`config.mk`:
```
export PLATFORM = sky130hd
export DESIGN_NAME = rtc_fifo
export DESIGN_NICKNAME = d
export VERILOG_FILES = /design/src/hw/rtl/rtc_fifo.sv
export SDC_FILE = /design/constraint.sdc
export NUM_CORES = 1
export LEC_CHECK = 0
export ABC_AREA = 1
export BUFFER_PORTS_ARGS = -buffer_cell sky130_fd_sc_hd__buf_4
export CAP_MARGIN = 20
export CORE_AREA = 10 10 55 57
export CTS_CLUSTER_DIAMETER = 200
export DETAILED_ROUTE_END_ITERATION = 10
export DIE_AREA = 0 0 65 67
export HOLD_SLACK_MARGIN = 0.15
export MAX_ROUTING_LAYER = met4
export PLACE_DENSITY = 0.71
export SYNTH_ARGS = -nofsm -noshare
export SYNTH_HDL_FRONTEND = slang
export SYNTH_SLANG_ARGS = --single-unit
```
`constraint.sdc`:
```
create_clock -name i_clk -period 1.2 [get_ports i_clk]
set_input_delay 0.18 -clock i_clk [delete_from_list [all_inputs] [get_ports i_clk]]
set_output_delay 0.18 -clock i_clk [all_outputs]
set_load 0.02 [all_outputs]
```
`src/hw/rtl/rtc_fifo.sv`:
```
// Small register queue with show-ahead read.
`default_nettype none
module rtc_fifo #(
    parameter int WIDTH = 8,
    parameter int DEPTH = 2
) (
    input  wire logic             i_clk,
    input  wire logic             i_rst_n,
    input  wire logic             i_push,
    input  wire logic [WIDTH-1:0] i_data,
    output logic                  o_full,
    input  wire logic             i_pop,
    output logic [WIDTH-1:0]      o_data,
    output logic                  o_empty
);
    localparam int PW = (DEPTH > 1) ? $clog2(DEPTH) : 1;
    localparam int CW = $clog2(DEPTH + 1);

    logic [WIDTH-1:0] r_mem [DEPTH];
    logic [PW-1:0]    r_wp, r_rp;
    logic [CW-1:0]    r_cnt;
    logic             w_wr, w_rd;

    assign o_full  = (r_cnt == CW'(DEPTH));
    assign o_empty = (r_cnt == '0);
    assign o_data  = r_mem[r_rp];
    assign w_wr    = i_push && !o_full;
    assign w_rd    = i_pop && !o_empty;

    // storage
    always_ff @(posedge i_clk) begin
        if (w_wr) begin
            r_mem[r_wp] <= i_data;
        end
    end

    // pointers and fill count
    always_ff @(posedge i_clk) begin
        if (!i_rst_n) begin
            r_wp  <= '0;
            r_rp  <= '0;
            r_cnt <= '0;
        end else begin
            if (w_wr) begin
                r_wp <= (r_wp == PW'(DEPTH - 1)) ? '0 : r_wp + 1'b1;
            end
            if (w_rd) begin
                r_rp <= (r_rp == PW'(DEPTH - 1)) ? '0 : r_rp + 1'b1;
            end
            case ({w_wr, w_rd})
                2'b10:   r_cnt <= r_cnt + 1'b1;
                2'b01:   r_cnt <= r_cnt - 1'b1;
                default: r_cnt <= r_cnt;
            endcase
        end
    end
endmodule
`default_nettype wire

```
Yosys cells after proc, flatten, opt, wreduce, memory -nomap -nowiden:

Memory sizes are Yosys's and may differ from the RTL's. A register that Yosys moved wholly into a read port is not among the register bits.
Index checks and enable logic that the tools add are counted.

* $add $sub $neg: 4
* equality and inequality tests: 3
* multiplexer cells: 7
* reduce and logical (&&, ||, !) cells: 6

Operator list (number)
* 1-bit 2-to-1 mux: 6
* 2-bit equality test, second input constant: 2
* 2-bit one-hot mux with 2 select lines: 1
* 1-bit adder, second input constant: 2
* 2-bit by 1-bit adder with 2-bit output, second input constant: 1
* 2-bit by 1-bit equality test with 1-bit output, second input constant: 1
* 1-bit logical AND: 2
* 1-bit logical NOT: 2
* 2-bit logical NOT: 1
* 2-bit nonzero test: 1
* 2-bit by 1-bit subtractor with 2-bit output, second input constant: 1

* bits in registers: 4
* memory bits (writable): 16
* input bits: 12
* word-level logic and storage cells: 24
* memories kept: 1

Memories
* r_mem: depth 2, bits a word 8, read ports 1, clocked after Yosys merged registers in 1, wr ports 1, line 19 `logic [WIDTH-1:0] r_mem [DEPTH];`

Depth between registers and ports, before layout:

* depth after elaboration: 5
* gate-level depth with buffers: 10
* depth with buffers taken out: 10

Worst setup path before layout:

OpenSTA, ideal clock, no wires.

* path type: flip-flop to flip-flop
* from: register r_cnt[0]
* to: memory r_mem[0][0] (enable)
* data arrival time: 1.018 ns
* setup slack: -0.188 ns
* cell stages (with the launch flop): 5
* period minus slack after synthesis: 1.388 ns
* cells stage by stage: dfxtp_1 -> nor2_2 -> nor2_2 -> inv_1 -> nor2_1

* cells in the longest elaborated chain, start to end: 5

Ends and longest elaborated chain
* start, declared: line 21 `logic [CW-1:0] r_cnt;`
* start signal, assigned: line 51 `2'b10: r_cnt <= r_cnt + 1'b1;`
* start signal, assigned: line 52 `2'b01: r_cnt <= r_cnt - 1'b1;`
* start signal, assigned: line 53 `default: r_cnt <= r_cnt;`
* 2-bit equality test: line 24 `assign o_full = (r_cnt == CW'(DEPTH));`
* via o_full: line 11 `output logic o_full,`
* 1-bit logical NOT: line 27 `assign w_wr = i_push && !o_full;`
* 1-bit logical AND: line 27
* 1-bit 2-to-1 mux: line 32 `if (w_wr) begin`
* 1-bit 2-to-1 mux (implied by the code): line 33 `r_mem[r_wp] <= i_data;`
* end, declared: line 19

The timed path passes the listed nets, and every way through them passes these cells.

==> out/metrics.yaml <==
area_delta_synth_final_pct: 64.98
ys_ff_latch: 21
via_per_inst: 4.511
rows: 16
syn_inst: 65
die_area_mm2: 0.004355
cp_common_cell: "buf_6"
vias: 609
grt_start_max_net_pins: 13
synth.distinct_cells: 16
critical_path_class: "flip-flop to output port"
start_util_pct: 43.23
arrival_ns: 1.23
wl_per_cell_um: 14.52
fin_skew_ns: 0.004834
cts_buffer_depth: 2
clk_latency_ns: 0.29
gp_congestion: 0.7600
instances_no_fill: 135
fin_ws_ns: -0.2062
die_h_um: 67
ctsRootBufferMaster: "clkbuf_4"
p_per_area_mw_per_mm2: 1689
numPlacedInstances: 118
cts_tree: "done"
cp.required_ns: 1.02
die_w_um: 65
grt_pass1_vias: 656
ff_latch_area_um2: 586.8
slew_viol_final: 0
relSlewSlack_pct: 87.29
place_hpwl_um: 1221
port_buffers: 21
nFillCells: 138
final_common_cell: "edfxtp_1"
antenna_found_initial: 0
slowest_delay_ns: 0.37
drc: 0
hold_violations: 0
first_pass_iters: 3
fin_setup_tns_ns: -2.511
grt_usage_pct: 8.965
cts_buffers: 3
yosys.area.top_type: "edfxtp_1"
ir_drop_mv: 1.084
cts-htree-levels: 1
synth.top_cell.area_share_pct: 57.23
yosysWarnings: 0
clk_pin_slew_worst_paths_ns: 0.11
drt-total-wl_um: 1960
worst_slew_pin_slew_ns: 0.1905
drv_cap: 0
synth.net_count: 78
slowest_stage: "dfxtp_2"
layout_common_cells: "edfxtp_1 (16), buf_4 (15), buf_6 (14)"
violations: "setup timing"
drive_gt1_share_pct: 57.41
io_pins: 22
synth_area_um2: 839.6
finalWorstPathRequiredPeriod_ns: 1.406
rsz0062_at_grt: "true"
crit_path_start_kind: "flip-flop"
fmaxAchievable_mhz: 711.1
syn_avg_cell_area_um2: 12.92
status: "finished, violations left"
endpoint_kind: "output port"
hold_path.class: "primary input to flip-flop"
route.antenna.remaining_nets: 0
p_leak_nw: 0.5871
fin_crit_sh_pct: 117.2
core_mm2: 0.001942
drtIter0Drc: 8
fin_nets: 122
diodes: 0
overflow: 0
cts.sinks: 21
crit_chain: "buf_6 > mux2_4 > buf_6"
critPathMaxFanout: 4
multiInputGateArea_um2: 295.3
synth_area_leaders: "edfxtp_1 (57%), dfxtp_1 (12%), mux2_2 (11%), nor2_1 (4.0%), inv_1 (3.1%)"
grt_pass1_wl_um: 2946
seq_area_frac_synth_pct: 69.15
setup_violations: 19
-- metal layers --
metal	up-vias	GRT usage (%)	wire [um]
li1	305	-	-
met2	17	16.38	1058
met3	4	2.676	93
met5	-	-	0
met1	283	9.441	762
met4	0	1.604	46
-- cell families after synthesis --
logic type | Yosys count | synth area share, %
buffers and inverters | 10 | 4.620
adders and majority gates | 1 | 1.490
muxes | 8 | 10.73
AOI/OAI and AO/OA | 2 | 1.191
and+or+nand+nor | 23 | 12.82
DFF | 21 | 69.15
-- Yosys cell counts --
library cell,n
nor2_4,1
o21ai_0,1
inv_2,2
mux2_2,8
dfxtp_1,5
buf_2,1
nand3_1,1
nand2_1,7
ha_1,1
a21oi_1,1
inv_1,7
nand4_1,1
edfxtp_1,16
nor2_2,3
nor2_1,9
nand2_2,1
-- report_power, final --
part	switching, mW	internal, mW
logic	0.490	0.555
registers	0.0672	0.901
clock network	0.203	0.124
-- through the flow --
stage	power (mW)	setup slack (ns)	utilization, %	cell area (um2)	hold WS (ns)
detailed placement	1.752	-0.09567	58.12	1129	0.3682
CTS	2.265	-0.1982	69.52	1350	0.1888
finish	2.340	-0.2062	71.33	1385	0.1895
global placement	1.718	-0.02235	58.12	1129	0.3653
floorplan	1.425	-0.03955	-	872.1	0.2789
global route	2.473	-0.2574	71.33	1385	0.2016
-- flip-flops by register name (all words and copies together) (netlist names), named ones only --
name   count
r_rp       1
r_mem     16
r_cnt      2
r_wp       1
-- area by class of cell --
class | instances | share of cell area [%]
multi-input combinational | 34 | 21.32
clock inverter | 1 | 0.3613
timing repair buffer | 40 | 28.91
sequential | 21 | 42.37
clock buffer | 3 | 1.626
tap | 27 | 2.439
inverter | 9 | 2.981
-- final timing paths --
check | from | slack [ns] | endpoint | depth (start not counted)
max | flip-flop | -0.21 | o_data[3] | 3
min | i_pop | 0.19 | flip-flop | 4
max reg2reg | r_cnt[1] | -0.14 | r_cnt[1] | 10
min reg2reg | r_rp | 0.50 | flip-flop | 2
-- worst max-delay path: cells and delay by family (launching register included) --
kind / cells / cell delay [ns]
buffers and inverters: 2 / 0.26
DFF: 1 / 0.37
muxes: 1 / 0.31
-- timing repair --
item                                   in CTS  in global routing
buffers inserted                            2                  2
endpoints found under the hold margin      19                  0
setup endpoints to repair                  20                 23
pin swaps                                   4                  1
hold buffers                                9                  0
gates resized for setup                    25                  7
(Power assumes the default switching activity.)
