<file path="config.mk">
export PLATFORM = sky130hd
export DESIGN_NAME = rtc_front
export DESIGN_NICKNAME = d
export VERILOG_FILES = /design/src/hw/rtl/rtc_pkg.sv /design/src/hw/rtl/rtc_fifo.sv /design/src/hw/rtl/rtc_front.sv
export SDC_FILE = /design/constraint.sdc
export NUM_CORES = 1
export LEC_CHECK = 0
export BUFFER_PORTS_ARGS = -buffer_cell sky130_fd_sc_hd__buf_2
export CAP_MARGIN = 20
export CORE_MARGIN = 5
export CORE_UTILIZATION = 35
export CTS_CLUSTER_SIZE = 20
export DETAILED_ROUTE_END_ITERATION = 7
export RECOVER_POWER = 50
export SLEW_MARGIN = 25
export SYNTH_ARGS = -nofsm -noshare
export SYNTH_HDL_FRONTEND = slang
export SYNTH_HIERARCHICAL = 1
export SYNTH_SLANG_ARGS = --single-unit
</file>
<file path="constraint.sdc">
create_clock -name i_clk -period 13.3 [get_ports i_clk]
set_clock_uncertainty 0.15 [all_clocks]
set_input_delay 0.665 -clock i_clk [delete_from_list [all_inputs] [get_ports i_clk]]
set_output_delay 0.665 -clock i_clk [all_outputs]
set_load 0.01 [all_outputs]
</file>
<file path="src/hw/rtl/rtc_pkg.sv">
// Package: shared types, register codes and constants of the closest-hit block.
`default_nettype none
package rtc_pkg;

    // Configuration register codes
    localparam int CFG_IDX_W = 3;
    localparam logic [CFG_IDX_W-1:0] CFG_ORIGIN_X = 3'd0;
    localparam logic [CFG_IDX_W-1:0] CFG_ORIGIN_Y = 3'd1;
    localparam logic [CFG_IDX_W-1:0] CFG_ORIGIN_Z = 3'd2;
    localparam logic [CFG_IDX_W-1:0] CFG_DIR_X    = 3'd3;
    localparam logic [CFG_IDX_W-1:0] CFG_DIR_Y    = 3'd4;
    localparam logic [CFG_IDX_W-1:0] CFG_DIR_Z    = 3'd5;

    // Arithmetic widths: triple products fit in 100 signed bits
    localparam int ACC_W       = 100;
    localparam int QUEUE_DEPTH = 2;
    localparam int DIV_CNT_W   = 6;

    localparam logic [ACC_W-1:0]     DET_MIN_MAG = 100'd281475;
    localparam logic [31:0]          NO_HIT      = 32'hFFFF_FFFF;
    localparam logic [31:0]          GAMMA_SAT   = 32'hFFFF_FFFE;
    localparam logic [DIV_CNT_W-1:0] GAMMA_BITS  = 6'd32;
    localparam logic [DIV_CNT_W-1:0] LAMBDA_BITS = 6'd31;

    // One triangle request
    typedef struct packed {
        logic               first_of_ray;
        logic signed [31:0] vert_a_x;
        logic signed [31:0] vert_a_y;
        logic signed [31:0] vert_a_z;
        logic signed [31:0] edge_ab_x;
        logic signed [31:0] edge_ab_y;
        logic signed [31:0] edge_ab_z;
        logic signed [31:0] edge_ac_x;
        logic signed [31:0] edge_ac_y;
        logic signed [31:0] edge_ac_z;
    } t_tri_in;

    // One result
    typedef struct packed {
        logic        hit_now;
        logic        hit_any;
        logic [31:0] closest_distance;
        logic [30:0] best_lambda2;
        logic [30:0] best_lambda3;
        logic [15:0] best_index;
    } t_res;

    typedef struct packed {
        logic signed [32:0] x;
        logic signed [32:0] y;
        logic signed [32:0] z;
    } t_vec3;

    // Prepared triangle: h = origin - A, c = -dir, edges widened
    typedef struct packed {
        logic  first;
        t_vec3 ab;
        t_vec3 ac;
        t_vec3 h;
        t_vec3 c;
    } t_work;

    // Divider request and response
    typedef struct packed {
        logic             start;
        logic             lambda;
        logic [ACC_W-1:0] num;
        logic [ACC_W-1:0] den;
    } t_div_req;

    typedef struct packed {
        logic        done;
        logic [31:0] q;
    } t_div_rsp;

    // Component pick: 0 = x, 1 = y, 2 = z
    function automatic logic signed [32:0] sel3(t_vec3 v, logic [1:0] k);
        logic signed [32:0] r;
        case (k)
            2'd0:    r = v.x;
            2'd1:    r = v.y;
            default: r = v.z;
        endcase
        return r;
    endfunction

endpackage
`default_nettype wire

</file>
<file path="src/hw/rtl/rtc_fifo.sv">
// Small register queue with show-ahead read.
`default_nettype none
module rtc_fifo #(
    parameter int WIDTH = 8,
    parameter int DEPTH = 2
) (
    input  wire logic             i_clk,
    input  wire logic             i_rst_n,
    input  wire logic             i_push,
    input  wire logic [WIDTH-1:0] i_data,
    output logic                  o_full,
    input  wire logic             i_pop,
    output logic [WIDTH-1:0]      o_data,
    output logic                  o_empty
);
    localparam int PW = (DEPTH > 1) ? $clog2(DEPTH) : 1;
    localparam int CW = $clog2(DEPTH + 1);

    logic [WIDTH-1:0] r_mem [DEPTH];
    logic [PW-1:0]    r_wp, r_rp;
    logic [CW-1:0]    r_cnt;
    logic             w_wr, w_rd;

    assign o_full  = (r_cnt == CW'(DEPTH));
    assign o_empty = (r_cnt == '0);
    assign o_data  = r_mem[r_rp];
    assign w_wr    = i_push && !o_full;
    assign w_rd    = i_pop && !o_empty;

    // storage
    always_ff @(posedge i_clk) begin
        if (w_wr) begin
            r_mem[r_wp] <= i_data;
        end
    end

    // pointers and fill count
    always_ff @(posedge i_clk) begin
        if (!i_rst_n) begin
            r_wp  <= '0;
            r_rp  <= '0;
            r_cnt <= '0;
        end else begin
            if (w_wr) begin
                r_wp <= (r_wp == PW'(DEPTH - 1)) ? '0 : r_wp + 1'b1;
            end
            if (w_rd) begin
                r_rp <= (r_rp == PW'(DEPTH - 1)) ? '0 : r_rp + 1'b1;
            end
            case ({w_wr, w_rd})
                2'b10:   r_cnt <= r_cnt + 1'b1;
                2'b01:   r_cnt <= r_cnt - 1'b1;
                default: r_cnt <= r_cnt;
            endcase
        end
    end
endmodule
`default_nettype wire

</file>
<file path="src/hw/rtl/rtc_front.sv">
// Front end: ray registers, triangle intake, h and c preparation, work queue.
`default_nettype none
module rtc_front (
    input  wire logic                            i_clk,
    input  wire logic                            i_rst_n,
    input  wire logic                            i_push,
    output logic                                 o_full,
    input  wire rtc_pkg::t_tri_in                i_tri,
    input  wire logic                            i_cfg_we,
    input  wire logic [rtc_pkg::CFG_IDX_W-1:0]   i_cfg_idx,
    input  wire logic [31:0]                     i_cfg_data,
    output rtc_pkg::t_work                       o_work,
    output logic                                 o_empty,
    input  wire logic                            i_pop
);
    import rtc_pkg::*;

    logic signed [31:0] r_org_x, r_org_y, r_org_z;
    logic signed [31:0] r_dir_x, r_dir_y, r_dir_z;
    t_work              w_work;
    logic [$bits(t_work)-1:0] w_head;

    // ray registers
    always_ff @(posedge i_clk) begin
        if (!i_rst_n) begin
            r_org_x <= '0;
            r_org_y <= '0;
            r_org_z <= '0;
            r_dir_x <= '0;
            r_dir_y <= '0;
            r_dir_z <= '0;
        end else if (i_cfg_we) begin
            case (i_cfg_idx)
                CFG_ORIGIN_X: r_org_x <= i_cfg_data;
                CFG_ORIGIN_Y: r_org_y <= i_cfg_data;
                CFG_ORIGIN_Z: r_org_z <= i_cfg_data;
                CFG_DIR_X:    r_dir_x <= i_cfg_data;
                CFG_DIR_Y:    r_dir_y <= i_cfg_data;
                CFG_DIR_Z:    r_dir_z <= i_cfg_data;
                default:      ;
            endcase
        end
    end

    // widen to 33 bits, form h and c
    always_comb begin
        w_work.first = i_tri.first_of_ray;
        w_work.ab.x  = {i_tri.edge_ab_x[31], i_tri.edge_ab_x};
        w_work.ab.y  = {i_tri.edge_ab_y[31], i_tri.edge_ab_y};
        w_work.ab.z  = {i_tri.edge_ab_z[31], i_tri.edge_ab_z};
        w_work.ac.x  = {i_tri.edge_ac_x[31], i_tri.edge_ac_x};
        w_work.ac.y  = {i_tri.edge_ac_y[31], i_tri.edge_ac_y};
        w_work.ac.z  = {i_tri.edge_ac_z[31], i_tri.edge_ac_z};
        w_work.h.x   = $signed({r_org_x[31], r_org_x}) - $signed({i_tri.vert_a_x[31],
                                                                 i_tri.vert_a_x});
        w_work.h.y   = $signed({r_org_y[31], r_org_y}) - $signed({i_tri.vert_a_y[31],
                                                                 i_tri.vert_a_y});
        w_work.h.z   = $signed({r_org_z[31], r_org_z}) - $signed({i_tri.vert_a_z[31],
                                                                 i_tri.vert_a_z});
        w_work.c.x   = -$signed({r_dir_x[31], r_dir_x});
        w_work.c.y   = -$signed({r_dir_y[31], r_dir_y});
        w_work.c.z   = -$signed({r_dir_z[31], r_dir_z});
    end

    rtc_fifo #(
        .WIDTH ($bits(t_work)),
        .DEPTH (QUEUE_DEPTH)
    ) u_work_q (
        .i_clk   (i_clk),
        .i_rst_n (i_rst_n),
        .i_push  (i_push),
        .i_data  (w_work),
        .o_full  (o_full),
        .i_pop   (i_pop),
        .o_data  (w_head),
        .o_empty (o_empty)
    );

    assign o_work = t_work'(w_head);
endmodule
`default_nettype wire

</file>
Word level (Yosys, flattened, before mapping)
Memories as Yosys holds them, arrays and structs flattened. A register that Yosys moved wholly into a read port is not among the register bits.
Index checks and enable logic that the tools add are counted.
{ "op_classes": {"addsub": 10, "multipliers": 0, "div": 0, "magnitude_cmp": 0, "n_eq_ne": 8, "n_shift": 0, "n_mux": 7, "n_bitwise": 0, "n_reduce_logical": 13} }
{ "ops": {"columns": ["cell", "count"], "rows": [
  ["$neg A32 Y33", 3],
  ["$sub A32 B32 Y33", 3],
  ["$reduce_and A2 Y1", 6],
  ["$eq A3 B2 Y1 const B", 2],
  ["$eq A3 B3 Y1 const B", 2],
  ["$mux W1", 6],
  ["$eq A2 B2 Y1 const B", 2],
  ["$pmux W2 S2", 1],
  ["$eq A3 B1 Y1 const B", 1],
  ["$logic_not A3 Y1", 1],
  ["$add A1 B1 Y1 const B", 2],
  ["$add A2 B1 Y2 const B", 1],
  ["$eq A2 B1 Y1 const B", 1],
  ["$logic_and A1 B1 Y1", 2],
  ["$logic_not A1 Y1", 2],
  ["$logic_not A2 Y1", 1],
  ["$reduce_bool A2 Y1", 1],
  ["$sub A2 B1 Y2 const B", 1]
]} }
{ "word_totals": {"ff_bits": 196, "latchBits": 0, "ramBits": 794, "rom_bits": 0, "output_inout_bits": 399, "wordCells": 48, "mem_count": 1} }
{ "mem_list": {"columns": ["memory", "depth", "width", "rd", "rd_clocked_by_memory_dff", "write_ports", "line", "text"], "rows": [
  ["u_work_q.r_mem", 2, 397, 1, 1, 1, "rtc_fifo.sv:19", "logic [WIDTH-1:0] r_mem [DEPTH];"]
]} }

Longest topological paths before layout
{ "depth": {"depth_word": 5, "ltp_mapped": 11, "ltp_nobuf": 11} }

Hierarchy
Netlist, hierarchy kept.
{ "modules_own_cells": {"columns": ["mod", "n_inst", "cells_per_inst", "area_each_um2", "seq_area_each_um2"], "rows": [
  ["rtc_fifo", 1, 1261, 29001.6, 23943.0],
  ["rtc_front", 1, 1913, 14007.2, 3843.7]
]} }

Least setup slack after synthesis
Ideal clock, no wire load.
{ "synth_path": {"path_type": "in2reg", "start": "input i_push", "end": "memory u_work_q/r_mem[1][0] in the netlist's numbering (enable)", "t_arrival_ns": 9.723, "path_slack_ns": 2.613, "path_stages": 1, "path_cell_list": "and3_1"} }
{ "synth_between": {"elab_chain_cells": 3} }
{ "synth_rtl": {"columns": ["element", "line", "text"], "rows": [
  ["start: declaration", "rtc_front.sv:6", "input wire logic i_push,"],
  ["$logic_and A1 B1 Y1", "rtc_fifo.sv:27", "assign w_wr = i_push && !o_full;"],
  ["$mux W1", "rtc_fifo.sv:32", "if (w_wr) begin"],
  ["$mux W1 (not written as such)", "rtc_fifo.sv:33", "r_mem[r_wp] <= i_data;"],
  ["end: declaration", "rtc_fifo.sv:19", null]
]} }
No other way between the ends.

Worst setup path after layout
{ "layout_path": {"start": "register u_work_q.r_cnt[0]", "end": "memory u_work_q/r_mem[0][290] in the netlist's numbering (enable)"} }
{ "layout_between": {"elab_chain_cells": 5} }
{ "layout_rtl": {"columns": ["element", "line", "text"], "rows": [
  ["start: declaration", "rtc_fifo.sv:21", "logic [CW-1:0] r_cnt;"],
  ["start signal: assignment", "rtc_fifo.sv:51", "2'b10: r_cnt <= r_cnt + 1'b1;"],
  ["start signal: assignment", "rtc_fifo.sv:52", "2'b01: r_cnt <= r_cnt - 1'b1;"],
  ["start signal: assignment", "rtc_fifo.sv:53", "default: r_cnt <= r_cnt;"],
  ["$eq A2 B2 Y1", "rtc_fifo.sv:24", "assign o_full = (r_cnt == CW'(DEPTH));"],
  ["$logic_not A1 Y1", "rtc_fifo.sv:27", null],
  ["$logic_and A1 B1 Y1", "rtc_fifo.sv:27", null],
  ["$mux W1", "rtc_fifo.sv:32", null],
  ["$mux W1 (not written as such)", "rtc_fifo.sv:33", null]
]} }
No other way between the ends.

==> results_dict.tcl <==
set metrics [dict create \
    crit_path_end_kind "flop" \
    cts.clk_slew.worst_paths_ns 0.06 \
    postCtsSetupBuffers 0 \
    grt_pass1_vias 28200 \
    grt_pass1_wl_mm 185 \
    synth_fp_nets 3606 \
    period_minus_slack_ns 8.25 \
    ys_ff_latch 991 \
    synth_edf_count 794 \
    switching_share_pct 29.4 \
    cts-root-buf "clkbuf_16" \
    place_hpwl_mm 89.3 \
    avgSynthCellArea_um2 13.6 \
    reg2reg_slack_ns 5.05 \
    stdcell_count 5816 \
    drt_wl_total_mm 127 \
    synth_cell_type_count 66 \
    p_seq_share_pct 42.8 \
    drive_above_1_share_pct 28.0 \
    fin_setup_tns_ns 0 \
    rsz0062_at_grt "false" \
    placedCellCount 5415 \
    post_dp_cell_area_mm2 0.0481 \
    whs_path_depth 1 \
    max_clock_freq_ghz 0.121 \
    fill_cells 11300 \
    drtAntennaViolNets 0 \
    peakVddDrop_v 0.000114 \
    layout.nets 4522 \
    dieWidth_um 361 \
    required_ns 11.56 \
    r2r_cells 4 \
    die_y_um 361 \
    die-area_mm2 0.130 \
    synth_area_leaders "edfxtp_1, mux2_2, dfxtp_1, nand2_1, a21boi_0" \
    setup_viol 0 \
    yosysTopAreaCellShare_pct 55.4 \
    overflow 0 \
    drtIter0Drc 2025 \
    cts_buffers 107 \
    wire_per_inst_um 21.9 \
    slew_violations 462 \
    synthArstFlopShare_pct 0 \
    min_period_over_period_pct 62.1 \
    netlist_area_mm2 0.0430 \
    clkLatencyLatePin_ns 0.72 \
    final_common_cell "edfxtp_1" \
    finalWorstSetupSlack_ns 5.05 \
    leakagePower_nw 20.1 \
    hold_class "in -> reg" \
    slew_headroom_pct -348 \
    final_util_pct 43.9 \
    clkPwrFrac_pct 32.3 \
    final_cell_mix "edfxtp_1, buf_2, nand2_1" \
    start_util_pct 35.3 \
    vias 28400 \
    gp_congestion 0.874 \
    p_per_area_mw_per_mm2 174 \
    core_mm2 0.122 \
    drc_errors 0 \
    firstDrtPassIters 5 \
    maxCapViolations 6 \
    cts_hold_buffers 190 \
    clock_path_buffers 3 \
    status "complete, but fails checks" \
    synth_ff_type "edfxtp_1" \
    cp.arrival_ns 6.51 \
    start_kind "flop" \
    crit_type "reg -> reg" \
    worstMarginPinSlew_ns 6.68 \
    dpl_worst_slack_ns 8.79 \
    yosys.area.top_type "edfxtp_1" \
    worstPathMaxFanout 134 \
    vias_per_cell 4.88 \
    grt.total_usage_pct 18.8 \
    combPwrFrac_pct 24.9 \
    port_buffers 727 \
    cts_resized 0 \
    internal-power_mw 6.57 \
    cts.sink_count 991 \
    hold_viol_final 0 \
    rows 128 \
    cts_tree "built" \
    antenna_found_initial 19 \
    io_pins 728 \
    synth_cells 3174 \
    p_switching_mw 2.73 \
    postLayoutCellArea_mm2 0.0535 \
    yosysWarnings 6 \
    yosysSeqAreaShare_pct 64.6 \
    htree_levels 3 \
    violations "capacitance limit, slew limit" \
    synthToLayoutAreaGrowth_pct 24.3 \
    grt_max_degree 151 \
    fin_total_pwr_mw 9.30 \
    whs_ns 0.160 \
]
synthesized netlist by cell type, types with 8 or more instances:
cell	count
edfxtp_1	794
nor4_1	21
nor2_1	96
ha_1	100
nor2b_1	21
xor2_1	57
buf_6	37
o21a_1	14
or4_1	10
mux2_2	398
clkbuf_1	84
nand3_1	32
a31oi_1	10
a21o_1	39
nand2_1	473
xnor2_1	116
o211ai_1	12
nand4_1	10
a21boi_0	195
a21oi_1	103
and3_1	10
o21ai_0	47
nor3_1	36
nand2b_1	17
or3_1	8
inv_1	129
dfxtp_1	197
cell type report:
type / instances / area [um^2] / share of cell area [%]
antenna: 7 / 17.5 / 0.0328
timing repair buffer: 935 / 5560 / 10.4
inverter: 130 / 489 / 0.915
multi-input combinational: 1925 / 14000 / 26.1
sequential: 991 / 27800 / 52.0
tap: 1625 / 2030 / 3.80
clock buffer: 145 / 2970 / 5.55
clock inverter: 58 / 649 / 1.21
cells by family (layout without fill, tap and decap cells):
| logic type | after synthesis | after routing | synth area share, % |
|---|---|---|---|
| DFF | 991 | 991 | 64.6 |
| and+or+nand+nor | 768 | 768 | 7.82 |
| AOI/OAI and AO/OA | 481 | 481 | 7.61 |
| muxes | 400 | 400 | 10.5 |
| buffers and inverters | 258 | 1268 | 2.92 |
| xor gates and xnor gates | 173 | 173 | 3.52 |
| adders and majority gates | 103 | 103 | 3.05 |
| other | 0 | 7 | 0 |
worst max-delay path: stages, from the launching register on:
cell and delay, ns:
dfxtp_1 0.35, nand2b_2 0.21, inv_1 0.08, or3_1 0.14, clkinvlp_2 4.88
metal layers:
metal	routed length, um	global-route usage (%)	up-vias
li1	-	-	13400
met1	53000	24.2	13800
met2	60000	31.0	921
met3	11000	6.07	171
met4	3130	4.74	26
met5	180	0	-
worst paths after layout:
path | start | to
setup / recovery | u_work_q/r_cnt[0]$_SDFFE_PN0P_ | u_work_q/r_mem[0][290]$_DFFE_PP_
hold / removal | i_tri[288] | u_work_q/r_mem[1][396]$_DFFE_PP_
setup reg to reg | u_work_q/r_cnt[0]$_SDFFE_PN0P_ | u_work_q/r_mem[0][290]$_DFFE_PP_
hold reg to reg | r_org_x[0]$_SDFFE_PN0P_ | r_org_x[0]$_SDFFE_PN0P_
registers in the layout, summed over array words and instances (netlist names), named ones only:
| signal | count |
|---|---|
| r_dir_x | 32 |
| r_dir_y | 32 |
| r_dir_z | 32 |
| r_org_x | 32 |
| r_org_y | 32 |
| r_org_z | 32 |
| u_work_q/r_cnt | 2 |
| u_work_q/r_mem | 794 |
| u_work_q/r_rp | 1 |
| u_work_q/r_wp | 1 |
power by group through the flow:
| stage | logic (mW) | registers [mW] | clock network, mW |
|---|---|---|---|
| finish | 2.32 | 3.98 | 3.00 |
| global route | 2.49 | 4.01 | 3.22 |
| CTS | 2.37 | 3.95 | 3.09 |
| detailed placement | 2.31 | 4.02 | 0 |
| global placement | 2.30 | 4.00 | 0 |
| floorplan | 1.42 | 4.11 | 0 |
Power figures use the tool's default switching activity.
